**config.mk**
```make
export PLATFORM = sky130hd
export DESIGN_NAME = load_pi_current_regulator_top
export DESIGN_NICKNAME = d
export VERILOG_FILES = /design/src/rtl/lpcr_pkg.sv /design/src/rtl/lpcr_cfg_regs.sv /design/src/rtl/lpcr_core.sv /design/src/rtl/load_pi_current_regulator_top.sv
export SDC_FILE = /design/constraint.sdc
export NUM_CORES = 2
export LEC_CHECK = 0
export BUFFER_PORTS_ARGS = -buffer_cell sky130_fd_sc_hd__buf_2
export CELL_PAD_IN_SITES_DETAIL_PLACEMENT = 2
export CELL_PAD_IN_SITES_GLOBAL_PLACEMENT = 2
export CORE_MARGIN = 2
export CORE_UTILIZATION = 38
export DETAILED_ROUTE_END_ITERATION = 8
export HOLD_SLACK_MARGIN = 0.05
export PLACE_DENSITY = 0.91
export SYNTH_ARGS = -nofsm -noshare
export SYNTH_HDL_FRONTEND = slang
export SYNTH_HIERARCHICAL = 1
export SYNTH_SLANG_ARGS = --single-unit
```
**constraint.sdc**
```tcl
create_clock -name aclk -period 16.2 [get_ports aclk]
set_clock_uncertainty 0.1 [all_clocks]
set_input_delay 0.81 -clock aclk [delete_from_list [all_inputs] [get_ports aclk]]
set_output_delay 0.81 -clock aclk [all_outputs]
set_load 0.005 [all_outputs]
```
**src/rtl/lpcr_pkg.sv**
```systemverilog
// ----------------------------------------------------------------------------
// Load PI current regulator package
// Shared types, register indexes and arithmetic constants of the regulator.
// ----------------------------------------------------------------------------
`default_nettype none

package lpcr_pkg;

    localparam int SAMPLE_BITS = 10;
    localparam int GAIN_SHIFT  = 8;
    localparam int GAIN_DIVISOR = 1 << GAIN_SHIFT;

    localparam int CFG_ADDR_BITS = 3;
    localparam int CFG_DATA_BITS = 16;

    localparam logic [CFG_ADDR_BITS-1:0] REG_TARGET_LEVEL = 3'd0;
    localparam logic [CFG_ADDR_BITS-1:0] REG_PROP_GAIN    = 3'd1;
    localparam logic [CFG_ADDR_BITS-1:0] REG_INT_GAIN     = 3'd2;
    localparam logic [CFG_ADDR_BITS-1:0] REG_DUTY_LIMIT   = 3'd3;
    localparam logic [CFG_ADDR_BITS-1:0] REG_ACCUM_UPPER  = 3'd4;
    localparam logic [CFG_ADDR_BITS-1:0] REG_ACCUM_LOWER  = 3'd5;
    localparam logic [CFG_ADDR_BITS-1:0] REG_OPEN_LEVEL   = 3'd6;
    localparam logic [CFG_ADDR_BITS-1:0] REG_SHORT_LEVEL  = 3'd7;

    localparam logic [1:0] COND_OPEN       = 2'd0;
    localparam logic [1:0] COND_REGULATING = 2'd1;
    localparam logic [1:0] COND_SHORT      = 2'd2;
    localparam logic [1:0] COND_DISCONNECT = 2'd3;

    typedef struct packed {
        logic [SAMPLE_BITS-1:0] target_level;
        logic [15:0]            prop_gain;
        logic [15:0]            int_gain;
        logic [15:0]            duty_limit;
        logic signed [15:0]     accum_upper;
        logic signed [15:0]     accum_lower;
        logic [SAMPLE_BITS-1:0] open_level;
        logic [SAMPLE_BITS-1:0] short_level;
    } lpcr_cfg_t;

    typedef struct packed {
        logic [SAMPLE_BITS-1:0] sample;
        logic                   load_enable;
        logic                   fault;
        logic                   clear_sticky;
    } lpcr_item_t;

    typedef struct packed {
        logic [15:0] duty;
        logic        pwm_on;
        logic        switch_on;
        logic        standby;
        logic [1:0]  load_condition;
        logic        latched_fault;
        logic        clamped;
    } lpcr_result_t;

endpackage

`default_nettype wire

```
**src/rtl/lpcr_cfg_regs.sv**
```systemverilog
// ----------------------------------------------------------------------------
// Load PI current regulator configuration registers
// Holds the eight control registers, written through a plain write port.
// ----------------------------------------------------------------------------
`default_nettype none

module lpcr_cfg_regs (
    input  wire logic                                aclk,
    input  wire logic                                aresetn,
    input  wire logic                                cfg_we,
    input  wire logic [lpcr_pkg::CFG_ADDR_BITS-1:0]  cfg_addr,
    input  wire logic [lpcr_pkg::CFG_DATA_BITS-1:0]  cfg_wdata,
    output lpcr_pkg::lpcr_cfg_t                      cfg
);
    import lpcr_pkg::*;

    lpcr_cfg_t cfg_reg;
    lpcr_cfg_t cfg_next;

    always_comb begin
        cfg_next = cfg_reg;
        if (cfg_we) begin
            unique case (cfg_addr)
                REG_TARGET_LEVEL: cfg_next.target_level = cfg_wdata[SAMPLE_BITS-1:0];
                REG_PROP_GAIN:    cfg_next.prop_gain    = cfg_wdata;
                REG_INT_GAIN:     cfg_next.int_gain     = cfg_wdata;
                REG_DUTY_LIMIT:   cfg_next.duty_limit   = cfg_wdata;
                REG_ACCUM_UPPER:  cfg_next.accum_upper  = $signed(cfg_wdata);
                REG_ACCUM_LOWER:  cfg_next.accum_lower  = $signed(cfg_wdata);
                REG_OPEN_LEVEL:   cfg_next.open_level   = cfg_wdata[SAMPLE_BITS-1:0];
                REG_SHORT_LEVEL:  cfg_next.short_level  = cfg_wdata[SAMPLE_BITS-1:0];
                default:          cfg_next = cfg_reg;
            endcase
        end
    end

    always_ff @(posedge aclk) begin
        if (!aresetn) begin
            cfg_reg.target_level <= '0;
            cfg_reg.prop_gain    <= 16'd1;
            cfg_reg.int_gain     <= 16'd1;
            cfg_reg.duty_limit   <= 16'hFFFF;
            cfg_reg.accum_upper  <= 16'sh7FFF;
            cfg_reg.accum_lower  <= 16'sh8000;
            cfg_reg.open_level   <= '0;
            cfg_reg.short_level  <= '1;
        end else begin
            cfg_reg <= cfg_next;
        end
    end

    assign cfg = cfg_reg;

endmodule

`default_nettype wire

```
**src/rtl/lpcr_core.sv**
```systemverilog
// ----------------------------------------------------------------------------
// Load PI current regulator core
// Load classification, PI law with conditional integration and the
// controller state, updated once for every item that moves to the output.
// ----------------------------------------------------------------------------
`default_nettype none

module lpcr_core (
    input  wire logic                 aclk,
    input  wire logic                 aresetn,
    input  wire logic                 step,
    input  wire lpcr_pkg::lpcr_item_t item,
    input  wire lpcr_pkg::lpcr_cfg_t  cfg,
    output lpcr_pkg::lpcr_result_t    result
);
    import lpcr_pkg::*;

    logic signed [17:0] acc_reg, acc_next;
    logic               sat_reg, sat_next;
    logic [15:0]        held_reg, held_next;
    logic [15:0]        duty_reg, duty_next;
    logic               sticky_reg, sticky_next;

    logic               sticky_eff;
    logic               disconnect;
    logic               is_open;
    logic               is_short;
    logic signed [SAMPLE_BITS:0] err;
    logic               big_err;
    logic               integrate;
    logic signed [17:0] acc_int;
    logic signed [27:0] prod_p;
    logic signed [34:0] prod_i;
    logic signed [35:0] sum;
    logic signed [35:0] sum_adj;
    logic signed [35:0] quot;
    logic               over;
    logic [15:0]        pi_out;

    always_comb begin
        sticky_eff = sticky_reg & ~item.clear_sticky;
        disconnect = !item.load_enable || item.fault || sticky_eff;
        is_open    = item.sample <= cfg.open_level;
        is_short   = !is_open && (item.sample >= cfg.short_level);

        err     = $signed({1'b0, cfg.target_level}) - $signed({1'b0, item.sample});
        big_err = (err > 11'sd1) || (err < -11'sd1);

        integrate = !sat_reg &&
                    (((err > 11'sd0)
                      && (acc_reg < $signed({{2{cfg.accum_upper[15]}}, cfg.accum_upper})))
                  || ((err <= 11'sd0)
                      && (acc_reg > $signed({{2{cfg.accum_lower[15]}}, cfg.accum_lower}))));
        acc_int = integrate ? acc_reg + {{(18-SAMPLE_BITS-1){err[SAMPLE_BITS]}}, err} : acc_reg;

        prod_p  = {{(28-SAMPLE_BITS-1){err[SAMPLE_BITS]}}, err} * $signed({12'b0, cfg.prop_gain});
        prod_i  = {{17{acc_int[17]}}, acc_int} * $signed({19'b0, cfg.int_gain});
        sum     = $signed({{8{prod_p[27]}}, prod_p}) + $signed({prod_i[34], prod_i});
        sum_adj = sum + (sum[35] ? 36'(GAIN_DIVISOR - 1) : 36'sd0);
        quot    = sum_adj >>> GAIN_SHIFT;
        over    = quot[35] || (quot > $signed({20'b0, cfg.duty_limit}));
        pi_out  = over ? cfg.duty_limit : quot[15:0];

        acc_next    = acc_reg;
        sat_next    = sat_reg;
        held_next   = held_reg;
        duty_next   = duty_reg;
        sticky_next = sticky_eff;
        result      = '0;

        if (disconnect) begin
            acc_next  = '0;
            sat_next  = 1'b0;
            duty_next = '0;
            result.standby        = 1'b1;
            result.load_condition = COND_DISCONNECT;
        end else if (is_short) begin
            sticky_next = 1'b1;
            result.load_condition = COND_SHORT;
        end else begin
            if (big_err) begin
                acc_next  = acc_int;
                sat_next  = over;
                held_next = pi_out;
            end
            duty_next = held_next;
            result.pwm_on    = 1'b1;
            result.switch_on = 1'b1;
            result.load_condition = is_open ? COND_OPEN : COND_REGULATING;
        end

        result.duty          = duty_next;
        result.latched_fault = sticky_next;
        result.clamped       = sat_next;
    end

    always_ff @(posedge aclk) begin
        if (!aresetn) begin
            acc_reg    <= '0;
            sat_reg    <= 1'b0;
            held_reg   <= '0;
            duty_reg   <= '0;
            sticky_reg <= 1'b0;
        end else if (step) begin
            acc_reg    <= acc_next;
            sat_reg    <= sat_next;
            held_reg   <= held_next;
            duty_reg   <= duty_next;
            sticky_reg <= sticky_next;
        end
    end

endmodule

`default_nettype wire

```
**src/rtl/load_pi_current_regulator_top.sv**
```systemverilog
// ----------------------------------------------------------------------------
// Load PI current regulator
// Top level: input register, regulator core and result register.
// ----------------------------------------------------------------------------
// The input channel (s_valid, s_ready) carries one transaction per control
// tick: a current sample with the enable, fault and sticky-clear flags.
// The result channel (m_valid, m_ready) returns one transaction per input
// transaction, in order, with the duty value and the status flags.
// An accepted transaction is held in the input register and its result is
// loaded into the output register once that register is free or being
// emptied; the output register then offers it on the result channel.
// One transaction per cycle is taken in a steady stream while the receiver
// takes every result; the PI multipliers and the next controller state are
// combinational between the two registers.
// While the receiver stalls, the pending result stays in the output
// register and one further transaction may wait in the input register;
// s_ready then falls until the result is taken.
// Configuration writes through cfg_we, cfg_addr and cfg_wdata take effect on
// the next edge; the user makes them only while the block is idle (no check).
// Reset clears the valid flags of both registers, the controller state and
// sets the configuration to its defaults; no clearing pass is needed.
// ----------------------------------------------------------------------------
`default_nettype none

module load_pi_current_regulator_top (
    input  wire logic                                aclk,
    input  wire logic                                aresetn,
    input  wire logic                                cfg_we,
    input  wire logic [lpcr_pkg::CFG_ADDR_BITS-1:0]  cfg_addr,
    input  wire logic [lpcr_pkg::CFG_DATA_BITS-1:0]  cfg_wdata,
    input  wire logic                                s_valid,
    output logic                                     s_ready,
    input  wire logic [9:0]                          s_sample,
    input  wire logic                                s_load_enable,
    input  wire logic                                s_fault,
    input  wire logic                                s_clear_sticky,
    output logic                                     m_valid,
    input  wire logic                                m_ready,
    output logic [15:0]                              m_duty,
    output logic                                     m_pwm_on,
    output logic                                     m_switch_on,
    output logic                                     m_standby,
    output logic [1:0]                               m_load_condition,
    output logic                                     m_latched_fault,
    output logic                                     m_clamped
);
    import lpcr_pkg::*;

    lpcr_cfg_t    cfg;
    lpcr_item_t   item_reg;
    logic         in_valid_reg;
    lpcr_result_t core_result;
    lpcr_result_t res_reg;
    logic         out_valid_reg;
    logic         advance;
    logic         s_accept;

    assign advance  = in_valid_reg && (!out_valid_reg || m_ready);
    assign s_ready  = !in_valid_reg || advance;
    assign s_accept = s_valid && s_ready;

    lpcr_cfg_regs u_cfg (
        .aclk      (aclk),
        .aresetn   (aresetn),
        .cfg_we    (cfg_we),
        .cfg_addr  (cfg_addr),
        .cfg_wdata (cfg_wdata),
        .cfg       (cfg)
    );

    lpcr_core u_core (
        .aclk    (aclk),
        .aresetn (aresetn),
        .step    (advance),
        .item    (item_reg),
        .cfg     (cfg),
        .result  (core_result)
    );

    always_ff @(posedge aclk) begin
        if (!aresetn) begin
            in_valid_reg <= 1'b0;
        end else if (s_ready) begin
            in_valid_reg <= s_valid;
        end
    end

    always_ff @(posedge aclk) begin
        if (s_accept) begin
            item_reg.sample       <= s_sample[SAMPLE_BITS-1:0];
            item_reg.load_enable  <= s_load_enable;
            item_reg.fault        <= s_fault;
            item_reg.clear_sticky <= s_clear_sticky;
        end
    end

    always_ff @(posedge aclk) begin
        if (!aresetn) begin
            out_valid_reg <= 1'b0;
        end else if (advance) begin
            out_valid_reg <= 1'b1;
        end else if (m_ready) begin
            out_valid_reg <= 1'b0;
        end
    end

    always_ff @(posedge aclk) begin
        if (advance) begin
            res_reg <= core_result;
        end
    end

    assign m_valid          = out_valid_reg;
    assign m_duty           = res_reg.duty;
    assign m_pwm_on         = res_reg.pwm_on;
    assign m_switch_on      = res_reg.switch_on;
    assign m_standby        = res_reg.standby;
    assign m_load_condition = res_reg.load_condition;
    assign m_latched_fault  = res_reg.latched_fault;
    assign m_clamped        = res_reg.clamped;

`ifndef SYNTHESIS
    a_disconnect_outputs: assert property (@(posedge aclk) disable iff (!aresetn)
        m_valid && m_standby |-> m_duty == 16'd0 && !m_pwm_on && !m_switch_on
            && !m_clamped && m_load_condition == COND_DISCONNECT)
        else $error("Disconnect result with live outputs.");

    a_pwm_needs_switch: assert property (@(posedge aclk) disable iff (!aresetn)
        m_valid && m_pwm_on |-> m_switch_on
            && (m_load_condition == COND_OPEN || m_load_condition == COND_REGULATING))
        else $error("PWM enabled outside regulation.");

    a_short_latches: assert property (@(posedge aclk) disable iff (!aresetn)
        m_valid && m_load_condition == COND_SHORT |-> m_latched_fault && !m_pwm_on)
        else $error("Short circuit result without latched fault.");

    a_stall_reason: assert property (@(posedge aclk) disable iff (!aresetn)
        !s_ready |-> in_valid_reg && out_valid_reg && !m_ready)
        else $error("Input stalled without a full pipeline.");
`endif

endmodule

`default_nettype wire

```
Yosys cells after proc, flatten, opt, wreduce, memory -nomap -nowiden
Index checks and enable logic that the tools add are counted.
{ "totals": {"register_bits": 200, "inputBits": 37, "output_inout_bits": 25, "wordCells": 106} }
{ "op_classes": {"n_addsub": 4, "n_mul": 2, "n_lt_le_gt_ge": 9, "eq_ne": 8, "muxes": 20, "bitwise_logic": 4, "n_reduce_logical": 32} }
{ "op_table": {"columns": ["cell", "count"], "rows": [
  ["$mux W18", 4],
  ["$mux W16", 4],
  ["$add A28 B35 Y36", 1],
  ["$add A36 B9 Y36", 1],
  ["$mul A18 B17 Y35", 1],
  ["$gt A28 B17 Y1", 1],
  ["$mul A11 B17 Y28", 1],
  ["$add A18 B18 Y18", 1],
  ["$gt A18 B16 Y1", 1],
  ["$lt A18 B16 Y1", 1],
  ["$reduce_and A2 Y1", 8],
  ["$eq A3 B3 Y1 const B", 4],
  ["$gt A11 B1 Y1 const B", 1],
  ["$gt A11 B2 Y1 const B", 1],
  ["$le A11 B1 Y1 const B", 1],
  ["$lt A11 B1 Y1 const B", 1],
  ["$sub A10 B10 Y11", 1],
  ["$ge A10 B10 Y1", 1],
  ["$le A10 B10 Y1", 1],
  ["$mux W1", 10],
  ["$mux W8", 1],
  ["$logic_or A1 B1 Y1", 7],
  ["$eq A3 B2 Y1 const B", 2],
  ["$logic_and A1 B1 Y1", 6],
  ["other kinds (10)", 18]
]} }

Longest topological paths before layout
{ "depth": {"depth_word": 16, "depth_mapped": 71, "ltp_nobuf": 67} }

Cells and area by module
The synthesis kept the hierarchy.
{ "by_module_without_submodules": {"columns": ["module", "n_inst", "cells_per_inst", "area_per_inst_um2", "seq_area_each_um2"], "rows": [
  ["lpcr_core", 1, 2901, 25009.0, 1041.0],
  ["lpcr_cfg_regs", 1, 398, 4212.8, 2202.1],
  ["load_pi_current_regulator_top", 1, 45, 1184.9, 1121.1]
]} }

Worst setup path before layout
No wires, ideal clock.
{ "synth_timing": {"path_type": "reg2reg", "startpoint": "register u_cfg.cfg_reg (netlist bit u_cfg/cfg[100])", "endpoint": "register res_reg (netlist bit m_duty[6]) (data pin)", "setup_time_ps": 256, "arrival_time_ps": 15045, "required_ps": 15844, "slack_ps": 799, "stages_incl_launch_ff": 68, "n_path_buf": 3, "synth_period_minus_slack_ps": 15401, "path_cell_list": "dfxtp_1 > inv_1 > ha_1 > inv_1 > fa_1 > a21o_1 > a21oi_1 > o21ai_0 > a21oi_1 > o21bai_1 > a21oi_1 > o21bai_1 > a21oi_1 > clkbuf_1 > ha_1 > and3_1 > a211oi_1 > a21oi_1 > [... 32 more ...] > nor2_1 > nand2_1 > xor2_1 > ha_1 > a21o_1 > a21o_1 > a21o_1 > a221o_1 > a21o_1 > a21oi_1 > o21ai_0 > a21boi_0 > nor4_4 > o21ai_2 > buf_6 > o31ai_4 > o211ai_1 > o211a_1"} }
{ "synth_rtl": {"columns": ["element", "line", "source"], "rows": [
  ["start: declaration", "lpcr_cfg_regs.sv:17", "lpcr_cfg_t cfg_reg;"],
  ["start signal: assignment", "lpcr_cfg_regs.sv:48", "cfg_reg <= cfg_next;"],
  ["end signal: assignment", "load_pi_current_regulator_top.sv:109", "res_reg <= core_result;"],
  ["end: declaration", "load_pi_current_regulator_top.sv:53", "lpcr_result_t res_reg;"]
]} }

==> qor.yml <==
run_status:
  status: "complete, but fails checks"
  violations: "capacitance limit, slew limit, setup timing"
layout:
  syn2layout_area_growth_pct: 12.43
  multi_input_area_um2: 23730
  largest_reg_flops: 110
  seqCellArea_um2: 4365
  finalNetCount: 4233
  drive_above_1_share_pct: 13.80
  stdcell_area_um2: 34190
  fillers: 8496
worst_hold_path:
  worstHoldStart: "s_sample[5]"
  hp-class: "in2reg"
  hold_end: "item_reg[8]"
  hold_depth: 1
drt:
  routed-wl-met2_mm: 83.60
  vias: 30712
  drc: 0
  first_iter_violations: 3603
  m1WireLength_mm: 61.54
  met3_length_mm: 26.93
  routedWlPerCell_um: 43.77
  top_layer_used: "met5"
  drt-pass1-iter-count: 8
  wl_mm: 197.8
  ant_nets: 0
  avgViaCountPerCell: 6.798
sta:
  fmax_ghz: 0.05454
  slew_violations: 70
  fin_ws_ns: -2.135
  finalCritPeriodShare_pct: 113.2
  worst_slew_pin_slew_ns: 1.602
  period_minus_slack_ns: 18.34
  slew_headroom_pct: -6.961
  rsz0062_at_grt: "yes"
  setup_viol: 50
  hold_viol_final: 0
critical_path:
  crit_type: "reg2reg"
  cpPeakStageDelay_ns: 0.84
  slowest_stage: "fa_1"
  crit_fanout: 5
  endpoint_kind: "register"
  reg2reg_depth: 65
  cp_common_cell: "fa_1"
  critPathArrivalTime_ns: 18.45
  cp_num_cells: 65
  path_buf_inv: 14
  critPathTopFamily: "adder cells"
  reg2reg_to: "m_duty[0]"
  required_ns: 16.32
  r2r-start: "item_reg[4]"
  rrSetupSlack_ns: -2.14
  cp-start-kind: "register"
cts:
  cts.sinks: 200
  cts_max_path_buffers: 2
  insertion_delay_ns: 0.51
  cts.clk_slew.worst_paths_ns: 0.09
  root_buffer: "clkbuf_16"
  cts_tree: "yes"
  htreeDepth: 4
  hold_buffers: 0
  cts_buffers: 17
logic_synthesis:
  ys_types: 101
  postSynthCellCount: 3344
  synth_seq_cells: 200
  yosysTopAreaCell: "fa_1"
  ys.warnings.count: 6
  synthFlopType: "dfxtp_1"
  synth_area_um2: 30410
  netlist_top_cells_area: "fa_1 31%, ha_1 12%, dfxtp_1 11%"
  synth-edff-count: 36
  synth.avg_cell_area_um2: 9.093
  syn-num-nets: 4140
  synth_top_area_share_pct: 31.08
  synthArstFlopShare_pct: 0
  ys_seq_area_share_pct: 14.35
floorplan:
  io_pins: 62
  fp-row-count: 103
  core_um2: 79130
  die_y_um: 286.9
  dieArea_um2: 82300
  chipWidth_um: 286.9
  start_util_pct: 38.43
placement:
  placed_area_um2: 31910
  globalplace.congestion: 0.9053
  portBuffers: 61
  dp_hpwl_mm: 105.4
grt:
  grt_overflow: 0
  grt_pass1_vias: 33094
  grt_usage_pct: 38.19
  grt_first_pass_wirelength_mm: 227.9
  grt_max_degree: 100
  antenna_found_initial: 37
job:
  cap_viol_max_count: 5
-- synthesized netlist by cell type (19+ instances only) --
master,number
inv_1,671
fa_1,472
nand2_1,396
ha_1,287
dfxtp_1,164
and2_1,154
mux2i_1,120
nor2b_1,117
clkbuf_1,97
nor2_1,86
a21oi_1,73
a21o_1,50
nand3_1,49
o21ai_0,48
xnor2_1,48
nand2b_1,38
edfxtp_1,36
nor3_1,31
nand4_1,27
buf_2,22
and3_1,20
o211ai_1,19
xor2_1,19
-- metrics by stage --
step	hold slack (ns)	setup TNS (ns)	std cells	utilization [%]	setup slack (ns)
after global placement	0.3417	0	4377	40.32	0.3333
after floorplan	0.3248	0	3344	-	0.7993
after global routing	0.3905	-93.94	4502	43.15	-2.075
final	0.3863	-96.09	4518	43.20	-2.135
after CTS	0.3876	0	4436	41.56	0.02733
after detailed placement	0.3550	-63.94	4377	40.32	-1.475
-- worst register-to-register path: cells and delay by family, from the launching register on --
family / cells / cell delay (ns)
xor gates and xnor gates: 3 / 0.98
AOI/OAI and AO/OA: 24 / 4.80
adders and majority gates: 13 / 6.60
DFF: 1 / 0.45
and+or+nand+nor: 11 / 2.81
buffers and inverters: 14 / 2.30
-- metal layers --
metal,up-vias,track usage (%)
met5,-,0
met4,52,34.14
met3,1659,12.77
met2,3037,63.18
met1,15185,38.36
li1,10779,-
-- cells by family (layout without fill, tap and decap cells) --
kind of cell	after synthesis	after routing	synth area share [%]
xor+xnor	68	68	2.004
flops	200	200	14.35
compound gates	389	389	9.501
other cells	0	18	0
fa+ha+maj	759	759	42.89
mux	133	133	4.432
simple gates	981	981	16.43
buf+inv	814	920	10.39
-- layout make-up --
| cell class | instances | share of cell area [%] |
|---|---|---|
| antenna | 18 | 0.1318 |
| clock buffer | 17 | 1.244 |
| clock inverter | 15 | 0.4611 |
| inverter | 671 | 7.441 |
| multi-input combinational | 2330 | 69.41 |
| sequential | 200 | 12.77 |
| tap | 1050 | 3.843 |
| timing repair buffer | 217 | 4.696 |
-- layout by cell type (no fill, tap or decap), drive strengths merged, types with 11 or more instances in the layout --
cell type and instances:
o211ai 20, nand3 49, and3 20, nor2 87, nand4 27, xor2 19, mux2 13, mux2i 120
a31oi 19, a211oi 11, nor3 34, dfxtp 164, nand2 397, a22o 13, ha 287, a21o 50
a21oi 84, nand2b 38, o21ai 67, edfxtp 36, xnor2 48, inv 673, clkbuf 18, buf 216
fa 472, o211a 17, nor2b 118, a22oi 14, o21a 12, a21boi 13, diode 18, and2 155
o31ai 19
-- worst max-delay path by stage --
stage                               from         to  slack, ns
final                        item_reg[4]  m_duty[0]      -2.14
after global routing         item_reg[4]  m_duty[0]      -2.08
after CTS                    item_reg[3]  m_duty[5]       0.03
after detailed placement     item_reg[3]  m_duty[3]      -1.48
after global placement    u_cfg/cfg[100]  m_duty[9]       0.33
after floorplan           u_cfg/cfg[100]  m_duty[6]       0.80
-- what timing repair did --
item	in CTS	in global routing
gates resized for setup	55	187
pin swaps	13	94
endpoints found under the setup margin	50	50
cloned	0	2
hold endpoints to repair	0	0
buffers inserted	27	62
Power is not shown: default switching activity piles up to over one toggle a cycle in this logic, so the estimate is an artifact.
